[src/rtl/core/ssl_pkg.sv]
`default_nettype none
package ssl_pkg;

  localparam int SLOTS        = 8;
  localparam int RING_DEPTH   = 96;
  localparam int REPORT_BYTES = 10;

  localparam int SLOT_W   = (SLOTS > 1) ? $clog2(SLOTS) : 1;
  localparam int CNT_W    = $clog2(SLOTS + 1);
  localparam int POS_W    = (RING_DEPTH > 1) ? $clog2(RING_DEPTH) : 1;
  localparam int SAMPLE_DEPTH = SLOTS * RING_DEPTH;
  localparam int SADDR_W  = $clog2(SAMPLE_DEPTH);
  localparam int RPT_BYTES_IN = 10;
  localparam int SAMPLE_W = 96;

  localparam logic [15:0] SINK_PROTO    = 16'hC00F;
  localparam logic [6:0]  HDR_BYTES     = 7'd13;
  localparam logic [31:0] TIMEOUT_RESET = 32'd60000;

  localparam logic [1:0] OP_MSG   = 2'd0;
  localparam logic [1:0] OP_TICK  = 2'd1;
  localparam logic [1:0] OP_CLEAR = 2'd2;

  localparam logic [7:0] CMD_ADV_REQ  = 8'd0;
  localparam logic [7:0] CMD_PAIR_REQ = 8'd2;
  localparam logic [7:0] CMD_DATA     = 8'd4;

  localparam logic [1:0] KIND_NONE    = 2'd0;
  localparam logic [1:0] KIND_ADV     = 2'd1;
  localparam logic [1:0] KIND_CONFIRM = 2'd2;

  localparam logic [2:0] OC_HANDLED   = 3'd0;
  localparam logic [2:0] OC_BAD_HDR   = 3'd1;
  localparam logic [2:0] OC_PAIR_FULL = 3'd2;
  localparam logic [2:0] OC_UNKNOWN   = 3'd3;
  localparam logic [2:0] OC_REC_FULL  = 3'd4;
  localparam logic [2:0] OC_IGNORED   = 3'd5;
  localparam logic [2:0] OC_TICK_DONE = 3'd6;

  typedef enum logic [2:0] {
    ST_IDLE,
    ST_SCAN,
    ST_ROW_RD,
    ST_ROW_EV,
    ST_DONE
  } ssl_state_t;

  typedef struct packed {
    logic [63:0] eui;
    logic [15:0] short_id;
    logic [31:0] last_ms;
    logic [79:0] report;
  } slot_row_t;

  typedef struct packed {
    logic [1:0]  operation;
    logic [6:0]  msg_length;
    logic [15:0] protocol_id;
    logic [7:0]  command;
    logic [63:0] sender_eui;
    logic [15:0] source_id;
    logic [63:0] data_low;
    logic [15:0] data_high;
    logic [31:0] now_ms;
    logic        confirm_sent;
  } item_t;

  typedef struct packed {
    logic [1:0]  reply_kind;
    logic [15:0] reply_dest;
    logic [2:0]  outcome;
    logic [2:0]  slot;
    logic [2:0]  record;
    logic [6:0]  sample_pos;
    logic [7:0]  expired_mask;
  } result_t;

endpackage
`default_nettype wire

[src/rtl/core/ssl_if.sv]
`default_nettype none
interface ssl_in_if;
  logic        valid;
  logic        ready;
  logic [1:0]  operation;
  logic [6:0]  msg_length;
  logic [15:0] protocol_id;
  logic [7:0]  command;
  logic [63:0] sender_eui;
  logic [15:0] source_id;
  logic [63:0] data_low;
  logic [15:0] data_high;
  logic [31:0] now_ms;
  logic        confirm_sent;

  modport source (output valid, operation, msg_length, protocol_id, command, sender_eui,
                  source_id, data_low, data_high, now_ms, confirm_sent, input ready);
  modport sink (input valid, operation, msg_length, protocol_id, command, sender_eui,
                source_id, data_low, data_high, now_ms, confirm_sent, output ready);
endinterface

interface ssl_out_if;
  logic        valid;
  logic        ready;
  logic [1:0]  reply_kind;
  logic [15:0] reply_dest;
  logic [2:0]  outcome;
  logic [2:0]  slot;
  logic [2:0]  record;
  logic [6:0]  sample_pos;
  logic [7:0]  expired_mask;

  modport source (output valid, reply_kind, reply_dest, outcome, slot, record, sample_pos,
                  expired_mask, input ready);
  modport sink (input valid, reply_kind, reply_dest, outcome, slot, record, sample_pos,
                expired_mask, output ready);
endinterface
`default_nettype wire

[src/rtl/core/ssl_slot_ram.sv]
`default_nettype none
module ssl_slot_ram (
  input  wire logic                      clk,
  input  wire logic                      rst_n,
  input  wire logic                      rd_en,
  input  wire logic [ssl_pkg::SLOT_W-1:0] rd_addr,
  input  wire logic                      wr_en,
  input  wire logic [ssl_pkg::SLOT_W-1:0] wr_addr,
  input  wire ssl_pkg::slot_row_t        wr_row,
  output ssl_pkg::slot_row_t             rd_row
);
  import ssl_pkg::*;

  slot_row_t         mem [SLOTS];
  slot_row_t         rd_q_r;
  logic              rd_written_r;
  logic [SLOTS-1:0]  written_r;

  always_ff @(posedge clk) begin
    if (wr_en) begin
      mem[wr_addr] <= wr_row;
    end
    if (rd_en) begin
      rd_q_r <= mem[rd_addr];
    end
  end

  // entries never written read as zero
  always_ff @(posedge clk) begin
    if (!rst_n) begin
      written_r    <= '0;
      rd_written_r <= 1'b0;
    end else begin
      if (wr_en) begin
        written_r[wr_addr] <= 1'b1;
      end
      if (rd_en) begin
        rd_written_r <= written_r[rd_addr];
      end
    end
  end

  assign rd_row = rd_written_r ? rd_q_r : '0;

  a_no_rw_same_cycle: assert property (@(posedge clk) disable iff (!rst_n)
    !(rd_en && wr_en)) else $error("slot ram read and write overlap");
  a_written_sticks: assert property (@(posedge clk) disable iff (!rst_n)
    wr_en |=> written_r[$past(wr_addr)]) else $error("written flag lost");
  a_written_only_grows: assert property (@(posedge clk) disable iff (!rst_n)
    !wr_en |=> written_r == $past(written_r)) else $error("written flags changed");

endmodule
`default_nettype wire

[src/rtl/core/ssl_sample_ram.sv]
`default_nettype none
module ssl_sample_ram (
  input  wire logic                       clk,
  input  wire logic                       wr_en,
  input  wire logic [ssl_pkg::SADDR_W-1:0] wr_addr,
  input  wire logic [ssl_pkg::SAMPLE_W-1:0] wr_data
);
  import ssl_pkg::*;

  logic [SAMPLE_W-1:0] mem [SAMPLE_DEPTH];

  always_ff @(posedge clk) begin
    if (wr_en) begin
      mem[wr_addr] <= wr_data;
    end
  end

endmodule
`default_nettype wire

[src/rtl/core/sensor_sink_pair_and_log_top.sv]
// Sensor sink: pairing table, report store and per-node sample log.
// in_chan (valid/ready) takes one item: a radio message, a timer tick or a
// network-down clear. out_chan (valid/ready) gives exactly one result item per
// input item, in order. cfg_we/cfg_wdata write the expiry timeout (ms).
// One item is worked on at a time. Clear, dropped and ignored messages and
// advertise requests go from idle straight to the done state, from which
// out_chan.valid is registered. Ticks, pair requests and data reports scan the
// slot RAM one entry a cycle (one registered read port): ticks, full pair
// tables, unsent confirms and unknown senders finish after the scan. Pair and
// data items that hit a slot re-read it and write it back; data items also
// write the sample log unless the record table is full. The scan of the slot
// RAM sets the rate.
// A finished result sits in the output register while the next item is
// accepted and worked on; a stalled receiver blocks only when a second result
// is ready to leave before the first is taken.
// Reset (synchronous, active low) clears all slot marks, the record table and
// the timeout (back to 60000). No clearing pass is needed: untouched slots
// read as zero, and the sample log is write-only.
`default_nettype none
module sensor_sink_pair_and_log_top (
  input  wire logic  clk,
  input  wire logic  rst_n,
  ssl_in_if.sink     in_chan,
  ssl_out_if.source  out_chan,
  input  wire logic  cfg_we,
  input  wire logic [31:0] cfg_wdata
);
  import ssl_pkg::*;

  ssl_state_t state_r, state_nxt;

  item_t               item_r;
  result_t             res_r;
  result_t             out_r;
  logic                out_valid_r;
  logic [31:0]         timeout_r;
  logic [SLOTS-1:0]    slot_valid_r;
  logic [CNT_W-1:0]    scan_cnt_r;
  logic [SLOTS-1:0]    mask_r;
  logic                pm_found_r, free_found_r, dm_found_r;
  logic [SLOT_W-1:0]   pm_idx_r, free_idx_r, dm_idx_r;
  logic [SLOT_W-1:0]   sel_slot_r;
  logic [CNT_W-1:0]    rec_count_r;
  logic [31:0]         rec_key_r [SLOTS];
  logic [POS_W-1:0]    rec_pos_r [SLOTS];

  // slot ram ports
  logic                ram_rd_en, ram_wr_en;
  logic [SLOT_W-1:0]   ram_rd_addr;
  slot_row_t           ram_wr_row, ram_rd_row;

  // sample ram ports
  logic                smp_we;
  logic [SADDR_W-1:0]  smp_addr;
  logic [SAMPLE_W-1:0] smp_data;

  logic                in_acc;
  logic                ev_on;
  logic [SLOT_W-1:0]   e_idx;
  logic                cur_valid, cur_pm, cur_free, cur_dm, cur_exp;
  logic                scan_last;
  logic                pm_f, free_f, dm_f;
  logic [SLOT_W-1:0]   pm_idx_f, free_idx_f, dm_idx_f;
  logic                pair_any;
  logic [SLOT_W-1:0]   pair_pick;
  logic                is_data;
  logic                is_pair;
  logic                is_tick;
  logic [6:0]          rpt_n;
  logic [79:0]         new_bytes;
  logic [79:0]         merged;
  logic                rec_hit, rec_full;
  logic [SLOT_W-1:0]   rec_hit_idx, rec_sel;
  logic [POS_W-1:0]    cur_pos, next_pos;

  assign in_chan.ready = (state_r == ST_IDLE);
  assign in_acc        = in_chan.valid && in_chan.ready;
  assign is_tick       = (item_r.operation == OP_TICK);
  assign is_pair       = (item_r.command == CMD_PAIR_REQ);
  assign is_data       = (item_r.command == CMD_DATA);

  // scan evaluation of the entry read in the previous cycle
  always_comb begin
    ev_on     = (state_r == ST_SCAN) && (scan_cnt_r != '0);
    e_idx     = SLOT_W'(scan_cnt_r - CNT_W'(1));
    cur_valid = slot_valid_r[e_idx];
    cur_pm    = ev_on && cur_valid && (ram_rd_row.eui == item_r.sender_eui);
    cur_free  = ev_on && !cur_valid;
    cur_dm    = ev_on && (ram_rd_row.eui == item_r.sender_eui);
    cur_exp   = ev_on && cur_valid &&
                ((item_r.now_ms - ram_rd_row.last_ms) > timeout_r);
    scan_last = (state_r == ST_SCAN) && (scan_cnt_r == CNT_W'(SLOTS));
    pm_f       = pm_found_r | cur_pm;
    pm_idx_f   = pm_found_r ? pm_idx_r : e_idx;
    free_f     = free_found_r | cur_free;
    free_idx_f = free_found_r ? free_idx_r : e_idx;
    dm_f       = dm_found_r | cur_dm;
    dm_idx_f   = dm_found_r ? dm_idx_r : e_idx;
    pair_any   = pm_f | free_f;
    pair_pick  = pm_f ? pm_idx_f : free_idx_f;
  end

  // report merge and record lookup for a data item
  always_comb begin
    rpt_n = item_r.msg_length - HDR_BYTES;
    if (rpt_n > 7'(REPORT_BYTES)) begin
      rpt_n = 7'(REPORT_BYTES);
    end
    new_bytes = {item_r.data_high, item_r.data_low};
    for (int b = 0; b < RPT_BYTES_IN; b++) begin
      merged[8*b +: 8] = (7'(b) < rpt_n) ? new_bytes[8*b +: 8] : ram_rd_row.report[8*b +: 8];
    end
    rec_hit     = 1'b0;
    rec_hit_idx = '0;
    for (int r = 0; r < SLOTS; r++) begin
      if (!rec_hit && (CNT_W'(r) < rec_count_r) &&
          (rec_key_r[r] == item_r.sender_eui[31:0])) begin
        rec_hit     = 1'b1;
        rec_hit_idx = SLOT_W'(r);
      end
    end
    rec_full = !rec_hit && (rec_count_r == CNT_W'(SLOTS));
    rec_sel  = rec_hit ? rec_hit_idx : rec_count_r[SLOT_W-1:0];
    cur_pos  = rec_hit ? rec_pos_r[rec_hit_idx] : '0;
    next_pos = (cur_pos == POS_W'(RING_DEPTH - 1)) ? '0 : cur_pos + POS_W'(1);
  end

  // next state
  always_comb begin
    state_nxt = state_r;
    case (state_r)
      ST_IDLE: begin
        if (in_acc) begin
          if (in_chan.operation == OP_TICK) begin
            state_nxt = ST_SCAN;
          end else if ((in_chan.operation == OP_MSG) &&
                       (in_chan.msg_length >= HDR_BYTES) &&
                       (in_chan.protocol_id == SINK_PROTO) &&
                       (in_chan.command inside {CMD_PAIR_REQ, CMD_DATA})) begin
            state_nxt = ST_SCAN;
          end else begin
            state_nxt = ST_DONE;
          end
        end
      end
      ST_SCAN: begin
        if (scan_last) begin
          if (is_tick) begin
            state_nxt = ST_DONE;
          end else if (is_pair) begin
            state_nxt = (pair_any && item_r.confirm_sent) ? ST_ROW_RD : ST_DONE;
          end else begin
            state_nxt = dm_f ? ST_ROW_RD : ST_DONE;
          end
        end
      end
      ST_ROW_RD: state_nxt = ST_ROW_EV;
      ST_ROW_EV: state_nxt = ST_DONE;
      ST_DONE: begin
        if (!out_valid_r || out_chan.ready) begin
          state_nxt = ST_IDLE;
        end
      end
      default: state_nxt = ST_IDLE;
    endcase
  end

  // memory control
  always_comb begin
    ram_rd_en   = 1'b0;
    ram_rd_addr = scan_cnt_r[SLOT_W-1:0];
    ram_wr_en   = 1'b0;
    ram_wr_row  = ram_rd_row;
    smp_we      = 1'b0;
    smp_addr    = SADDR_W'(rec_sel) * SADDR_W'(RING_DEPTH) + SADDR_W'(cur_pos);
    smp_data    = {item_r.now_ms[15:0], merged};
    case (state_r)
      ST_SCAN: begin
        ram_rd_en = (scan_cnt_r < CNT_W'(SLOTS));
      end
      ST_ROW_RD: begin
        ram_rd_en   = 1'b1;
        ram_rd_addr = sel_slot_r;
      end
      ST_ROW_EV: begin
        ram_wr_en = 1'b1;
        ram_wr_row.last_ms = item_r.now_ms;
        if (is_data) begin
          ram_wr_row.report = merged;
          smp_we            = !rec_full;
        end else begin
          ram_wr_row.eui      = item_r.sender_eui;
          ram_wr_row.short_id = item_r.source_id;
        end
      end
      default: begin
      end
    endcase
  end

  always_ff @(posedge clk) begin
    if (!rst_n) begin
      state_r      <= ST_IDLE;
      out_valid_r  <= 1'b0;
      timeout_r    <= TIMEOUT_RESET;
      slot_valid_r <= '0;
      rec_count_r  <= '0;
      for (int r = 0; r < SLOTS; r++) begin
        rec_key_r[r] <= '0;
        rec_pos_r[r] <= '0;
      end
    end else begin
      state_r <= state_nxt;
      if (cfg_we) begin
        timeout_r <= cfg_wdata;
      end
      if (state_r == ST_DONE && (!out_valid_r || out_chan.ready)) begin
        out_valid_r <= 1'b1;
      end else if (out_chan.ready) begin
        out_valid_r <= 1'b0;
      end
      if (in_acc && in_chan.operation == OP_CLEAR) begin
        slot_valid_r <= '0;
      end
      if (scan_last) begin
        if (is_tick) begin
          slot_valid_r <= slot_valid_r & ~(mask_r | (SLOTS'(cur_exp) << e_idx));
        end else if (is_pair && pair_any && item_r.confirm_sent) begin
          slot_valid_r[pair_pick] <= 1'b1;
        end
      end
      if (smp_we) begin
        rec_pos_r[rec_sel] <= next_pos;
        if (!rec_hit) begin
          rec_key_r[rec_sel] <= item_r.sender_eui[31:0];
          rec_count_r        <= rec_count_r + CNT_W'(1);
        end
      end
    end
  end

  // item, scan and result payload
  always_ff @(posedge clk) begin
    if (in_acc) begin
      item_r       <= in_chan.operation == OP_MSG ? {in_chan.operation, in_chan.msg_length,
                      in_chan.protocol_id, in_chan.command, in_chan.sender_eui,
                      in_chan.source_id, in_chan.data_low, in_chan.data_high,
                      in_chan.now_ms, in_chan.confirm_sent}
                    : {in_chan.operation, in_chan.msg_length, in_chan.protocol_id,
                       in_chan.command, in_chan.sender_eui, in_chan.source_id,
                       in_chan.data_low, in_chan.data_high, in_chan.now_ms,
                       in_chan.confirm_sent};
      scan_cnt_r   <= '0;
      mask_r       <= '0;
      pm_found_r   <= 1'b0;
      free_found_r <= 1'b0;
      dm_found_r   <= 1'b0;
      res_r        <= '0;
      case (in_chan.operation)
        OP_MSG: begin
          if ((in_chan.msg_length < HDR_BYTES) || (in_chan.protocol_id != SINK_PROTO)) begin
            res_r.outcome <= OC_BAD_HDR;
          end else if (in_chan.command == CMD_ADV_REQ) begin
            res_r.reply_kind <= KIND_ADV;
            res_r.reply_dest <= in_chan.source_id;
          end else if (!(in_chan.command inside {CMD_PAIR_REQ, CMD_DATA})) begin
            res_r.outcome <= OC_IGNORED;
          end
        end
        OP_TICK:  res_r.outcome <= OC_TICK_DONE;
        OP_CLEAR: begin
          res_r.outcome      <= OC_TICK_DONE;
          res_r.expired_mask <= 8'(slot_valid_r);
        end
        default:  res_r.outcome <= OC_IGNORED;
      endcase
    end
    if (state_r == ST_SCAN) begin
      scan_cnt_r <= scan_cnt_r + CNT_W'(1);
      if (cur_exp) begin
        mask_r[e_idx] <= 1'b1;
      end
      if (cur_pm && !pm_found_r) begin
        pm_found_r <= 1'b1;
        pm_idx_r   <= e_idx;
      end
      if (cur_free && !free_found_r) begin
        free_found_r <= 1'b1;
        free_idx_r   <= e_idx;
      end
      if (cur_dm && !dm_found_r) begin
        dm_found_r <= 1'b1;
        dm_idx_r   <= e_idx;
      end
    end
    if (scan_last) begin
      if (is_tick) begin
        res_r.expired_mask <= 8'(mask_r | (SLOTS'(cur_exp) << e_idx));
      end else if (is_pair) begin
        sel_slot_r <= pair_pick;
        if (pair_any) begin
          res_r.reply_kind <= KIND_CONFIRM;
          res_r.reply_dest <= item_r.source_id;
          res_r.slot       <= 3'(pair_pick);
        end else begin
          res_r.outcome <= OC_PAIR_FULL;
        end
      end else begin
        sel_slot_r <= dm_idx_f;
        if (dm_f) begin
          res_r.slot <= 3'(dm_idx_f);
        end else begin
          res_r.outcome <= OC_UNKNOWN;
        end
      end
    end
    if (state_r == ST_ROW_EV && is_data) begin
      if (rec_full) begin
        res_r.outcome <= OC_REC_FULL;
      end else begin
        res_r.record     <= 3'(rec_sel);
        res_r.sample_pos <= 7'(cur_pos);
      end
    end
    if (state_r == ST_DONE && (!out_valid_r || out_chan.ready)) begin
      out_r <= res_r;
    end
  end

  assign out_chan.valid        = out_valid_r;
  assign out_chan.reply_kind   = out_r.reply_kind;
  assign out_chan.reply_dest   = out_r.reply_dest;
  assign out_chan.outcome      = out_r.outcome;
  assign out_chan.slot         = out_r.slot;
  assign out_chan.record       = out_r.record;
  assign out_chan.sample_pos   = out_r.sample_pos;
  assign out_chan.expired_mask = out_r.expired_mask;

  ssl_slot_ram u_slot_ram (
    .clk     (clk),
    .rst_n   (rst_n),
    .rd_en   (ram_rd_en),
    .rd_addr (ram_rd_addr),
    .wr_en   (ram_wr_en),
    .wr_addr (sel_slot_r),
    .wr_row  (ram_wr_row),
    .rd_row  (ram_rd_row)
  );

  ssl_sample_ram u_sample_ram (
    .clk     (clk),
    .wr_en   (smp_we),
    .wr_addr (smp_addr),
    .wr_data (smp_data)
  );

  a_row_ev_done: assert property (@(posedge clk) disable iff (!rst_n)
    state_r == ST_ROW_EV |=> state_r == ST_DONE) else $error("write-back not followed by done");
  a_scan_ends: assert property (@(posedge clk) disable iff (!rst_n)
    scan_last |=> state_r != ST_SCAN) else $error("scan ran past last slot");
  a_rec_count: assert property (@(posedge clk) disable iff (!rst_n)
    rec_count_r <= CNT_W'(SLOTS)) else $error("record count overflow");
  a_sample_pos: assert property (@(posedge clk) disable iff (!rst_n)
    smp_we |-> cur_pos < POS_W'(RING_DEPTH)) else $error("ring position out of range");
  a_sample_rec: assert property (@(posedge clk) disable iff (!rst_n)
    smp_we |=> rec_count_r != '0) else $error("sample written with no record");

endmodule
`default_nettype wire
[src/flat_wrapper.sv]
// flat-port wrapper written by rule: the top's interface ports become plain ports
module sensor_sink_pair_and_log_top_flat import ssl_pkg::*;
  (clk, rst_n, cfg_we, cfg_wdata, in_chan_valid, in_chan_operation, in_chan_msg_length, in_chan_protocol_id, in_chan_command, in_chan_sender_eui, in_chan_source_id, in_chan_data_low, in_chan_data_high, in_chan_now_ms, in_chan_confirm_sent, in_chan_ready, out_chan_valid, out_chan_reply_kind, out_chan_reply_dest, out_chan_outcome, out_chan_slot, out_chan_record, out_chan_sample_pos, out_chan_expired_mask, out_chan_ready);
  ssl_in_if in_chan_i ();
  ssl_out_if out_chan_i ();
  input  wire logic clk;
  input  wire logic rst_n;
  input  wire logic cfg_we;
  input  wire logic [31:0] cfg_wdata;
  input wire logic [$bits(in_chan_i.valid)-1:0] in_chan_valid;
  input wire logic [$bits(in_chan_i.operation)-1:0] in_chan_operation;
  input wire logic [$bits(in_chan_i.msg_length)-1:0] in_chan_msg_length;
  input wire logic [$bits(in_chan_i.protocol_id)-1:0] in_chan_protocol_id;
  input wire logic [$bits(in_chan_i.command)-1:0] in_chan_command;
  input wire logic [$bits(in_chan_i.sender_eui)-1:0] in_chan_sender_eui;
  input wire logic [$bits(in_chan_i.source_id)-1:0] in_chan_source_id;
  input wire logic [$bits(in_chan_i.data_low)-1:0] in_chan_data_low;
  input wire logic [$bits(in_chan_i.data_high)-1:0] in_chan_data_high;
  input wire logic [$bits(in_chan_i.now_ms)-1:0] in_chan_now_ms;
  input wire logic [$bits(in_chan_i.confirm_sent)-1:0] in_chan_confirm_sent;
  output wire logic [$bits(in_chan_i.ready)-1:0] in_chan_ready;
  output wire logic [$bits(out_chan_i.valid)-1:0] out_chan_valid;
  output wire logic [$bits(out_chan_i.reply_kind)-1:0] out_chan_reply_kind;
  output wire logic [$bits(out_chan_i.reply_dest)-1:0] out_chan_reply_dest;
  output wire logic [$bits(out_chan_i.outcome)-1:0] out_chan_outcome;
  output wire logic [$bits(out_chan_i.slot)-1:0] out_chan_slot;
  output wire logic [$bits(out_chan_i.record)-1:0] out_chan_record;
  output wire logic [$bits(out_chan_i.sample_pos)-1:0] out_chan_sample_pos;
  output wire logic [$bits(out_chan_i.expired_mask)-1:0] out_chan_expired_mask;
  input wire logic [$bits(out_chan_i.ready)-1:0] out_chan_ready;
  assign in_chan_i.valid = in_chan_valid;
  assign in_chan_i.operation = in_chan_operation;
  assign in_chan_i.msg_length = in_chan_msg_length;
  assign in_chan_i.protocol_id = in_chan_protocol_id;
  assign in_chan_i.command = in_chan_command;
  assign in_chan_i.sender_eui = in_chan_sender_eui;
  assign in_chan_i.source_id = in_chan_source_id;
  assign in_chan_i.data_low = in_chan_data_low;
  assign in_chan_i.data_high = in_chan_data_high;
  assign in_chan_i.now_ms = in_chan_now_ms;
  assign in_chan_i.confirm_sent = in_chan_confirm_sent;
  assign in_chan_ready = in_chan_i.ready;
  assign out_chan_valid = out_chan_i.valid;
  assign out_chan_reply_kind = out_chan_i.reply_kind;
  assign out_chan_reply_dest = out_chan_i.reply_dest;
  assign out_chan_outcome = out_chan_i.outcome;
  assign out_chan_slot = out_chan_i.slot;
  assign out_chan_record = out_chan_i.record;
  assign out_chan_sample_pos = out_chan_i.sample_pos;
  assign out_chan_expired_mask = out_chan_i.expired_mask;
  assign out_chan_i.ready = out_chan_ready;
  sensor_sink_pair_and_log_top u_core (.clk(clk), .rst_n(rst_n), .in_chan(in_chan_i), .out_chan(out_chan_i), .cfg_we(cfg_we), .cfg_wdata(cfg_wdata));
endmodule
[config.mk]
export PLATFORM = sky130hd
export DESIGN_NAME = sensor_sink_pair_and_log_top_flat
export DESIGN_NICKNAME = d
export VERILOG_FILES = /design/src/rtl/core/ssl_pkg.sv /design/src/rtl/core/ssl_if.sv /design/src/rtl/core/ssl_slot_ram.sv /design/src/rtl/core/ssl_sample_ram.sv /design/src/rtl/core/sensor_sink_pair_and_log_top.sv /design/src/flat_wrapper.sv
export SDC_FILE = /design/constraint.sdc
export NUM_CORES = 2
export LEC_CHECK = 0
export ABC_AREA = 0
export BUFFER_PORTS_ARGS = -buffer_cell sky130_fd_sc_hd__buf_2
export CORE_UTILIZATION = 64
export DETAILED_ROUTE_END_ITERATION = 10
export PLACE_DENSITY = 0.82
export RECOVER_POWER = 50
export SKIP_CTS_REPAIR_TIMING = 1
export SYNTH_ARGS = -nofsm -noshare
export SYNTH_HDL_FRONTEND = slang
export SYNTH_HIERARCHICAL = 1
export SYNTH_SLANG_ARGS = --single-unit
[constraint.sdc]
create_clock -name clk -period 20.9 [get_ports clk]
set_input_delay 2.09 -clock clk [delete_from_list [all_inputs] [get_ports clk]]
set_output_delay 2.09 -clock clk [all_outputs]
set_load 0.05 [all_outputs]
==> reports/metrics.cfg <==
[cells_and_area]
final_common_cell = edfxtp_1
layout.nets = 4485
area_growth_pct = 11.2
drive_above_1_share_pct = 18.1
finalInstanceArea_um2 = 69700
fillers = 5770
final_cell_mix = edfxtp_1 (1357), and2_1 (361), xnor2_1 (225)

[min_path]
holdPathEnd = u_core/out_chan.reply_dest[5]
holdPathStages = 0
min-delay-start = u_core/res_r[29]
hp-class = reg -> reg

[worst_setup_path]
reg2reg_slack_ns = 9.93
endpoint_kind = flop
cp_num_cells = 9
cp_top_family = buffers and inverters
path_cells = nand2_1, nor2_1, nand2_1, o21ai_4, clkbuf_1, buf_4, buf_4, mux4_2, mux2_2
crit_arrival_ns = 11.46
crit_buf_inv = 3
worstSetupPathType = reg -> reg
r2r_cells = 9
crit_slowest_cell = clkbuf_1
critPathMaxStageDelay_ns = 5.90
crit_fanout = 104
required_ns = 21.39
start_kind = flop
r2r-start = u_core/state_r[1]
r2r_end = u_core/u_slot_ram/rd_q_r[167]

[sta]
setup_violations = 0
hold_violations = 0
rsz0062_at_grt = false
maxSlewViolCount = 1002
worstMarginPinSlew_ns = 8.57
setup_tns_ns = 0
clock_skew_ns = 0.0299
finalCritPeriodShare_pct = 52.5
max_freq_mhz = 91.2
slew_headroom_pct = -471
period_needed_ns = 10.97

[route]
first_iter_violations = 3497
wl_per_cell_um = 25.1
detail-route-antenna-nets = 0
firstDrtPassIters = 10
drc_errors = 11
drt-total-wl_um = 139000
vias_per_cell = 6.26
vias = 34700

[clock_tree]
cts.sinks = 1467
cts_tree = done
worstSkewPairLatency_ns = 0.77
clock_path_buffers = 3
cts-root-buf = clkbuf_16
clk_pin_slew_ns = 0.06
h-tree-depth = 4
cts_made_buffers = 148

[power]
seq_power_share_pct = 51.3
power_switching_w = 0.00142
ir_worst_vdd_mv = 0.0851
p_per_area_nw_per_um2 = 92.0
finalPower_w = 0.00641
pwr-share-comb_pct = 7.5
switching_share_pct = 22.1
clkPwrFrac_pct = 41.2
p_int_w = 0.00499
p_leak_nw = 23.5

[floorplanning]
rows = 114
fp.dieW_um = 315
die_y_um = 315
initial_utilization_pct = 64.7
core_um2 = 96900
dieArea_um2 = 99200
ioPinCount = 307

[global_routing]
grt_antenna_before_repair = 5
grt_max_degree = 105
grt_use_total_pct = 28.4
grt_pass1_wl_um = 209000
grt_pass1_vias = 35500
grt-ovfl-total = 0

[yosys]
synthCells = 3924
syn_avg_cell_area_um2 = 16.0
synth_fp_nets = 4260
synth_warnings = 6
netlist_area_um2 = 62700

[flow_run]
maxCapViolations = 21

[outcome]
violations = design-rule violations, max-capacitance violations, max-slew violations
status = finished, violations left

[placed_design]
io_buffers = 226
placed_area_um2 = 65000
dp_hpwl_um = 78200
gp_congestion = 0.895

==> per-layer routing <==
metal,vias up,GRT usage [%],share of wire [%]
met2,1652,48.4,51
li1,15200,-,-
met4,0,10.5,3.2
met1,17500,36.9,38
met5,-,0,0
met3,296,4.57,7.6
==> worst reg2reg max path, delay by kind of cell, from the launching register on <==
family                 cells  cell delay (ns)
AO/OA/AOI/OAI              1             0.10
buffers and inverters      3             8.29
flip-flops                 1             0.51
multiplexers               2             0.93
AND/OR/NAND/NOR            3             0.89
==> final cells by class <==
cell class              count  area (um2)  area share [%]
clock buffers             184        3930            5.64
repair buffers            309        1590            2.29
clock inverters            82         940            1.35
flip-flops and latches   1467       43000            61.6
well taps                1276        1600            2.29
inverters                  99         373           0.535
multi-input cells        2124       18300            26.3
diodes                      1        2.50         0.00359
==> worst max path at each step <==
stage	to	start
final	u_core/u_slot_ram/rd_q_r[167]	u_core/state_r[1]
after global routing	u_core/u_slot_ram/rd_q_r[181]	u_core/state_r[1]
after CTS	u_core/slot_valid_r[4]	u_core/u_slot_ram/rd_written_r
after detailed placement	u_core/slot_valid_r[4]	u_core/u_slot_ram/rd_written_r
after global placement	u_core/slot_valid_r[6]	u_core/u_slot_ram/rd_written_r
after floorplan	u_core/u_slot_ram/mem[4][100]	u_core/state_r[1]
==> power groups by stage <==
stage          clock network (W)  logic (W)  registers, W
3_5_place_dp                   0   0.000469       0.00334
6_report                 0.00264   0.000481       0.00328
5_1_grt                  0.00279   0.000518       0.00329
4_1_cts                  0.00268   0.000476       0.00328
2_1_floorplan                  0   0.000333       0.00335
3_3_place_gp                   0   0.000458       0.00334
==> sequential cells by signal (all words and copies together), names as in the netlist, 4 cells and up <==
name and flops:
u_core/item_r 123, u_core/mask_r 8, u_core/out_chan.expired_mask 8, u_core/out_chan.reply_dest 16, u_core/out_chan.sample_pos 7, u_core/rec_count_r 4, u_core/rec_key_r 256, u_core/rec_pos_r 56
u_core/res_r 42, u_core/scan_cnt_r 4, u_core/slot_valid_r 8, u_core/timeout_r 32, u_core/u_slot_ram/mem 768, u_core/u_slot_ram/rd_q_r 96, u_core/u_slot_ram/written_r 8
==> per-stage QoR <==
step / utilization (%) / hold WS (ns) / worst slack (ns) / std cells
2_1_floorplan: - / 0.408 / 12.38 / 3924
3_3_place_gp: 67.1 / 0.411 / 14.29 / 5275
3_5_place_dp: 67.1 / 0.418 / 14.20 / 5275
4_1_cts: 72.2 / 0.431 / 14.14 / 5541
5_1_grt: 72.0 / 0.442 / 8.40 / 5542
6_report: 72.0 / 0.430 / 9.93 / 5542
Note: power is estimated with default switching activity, not from simulation.
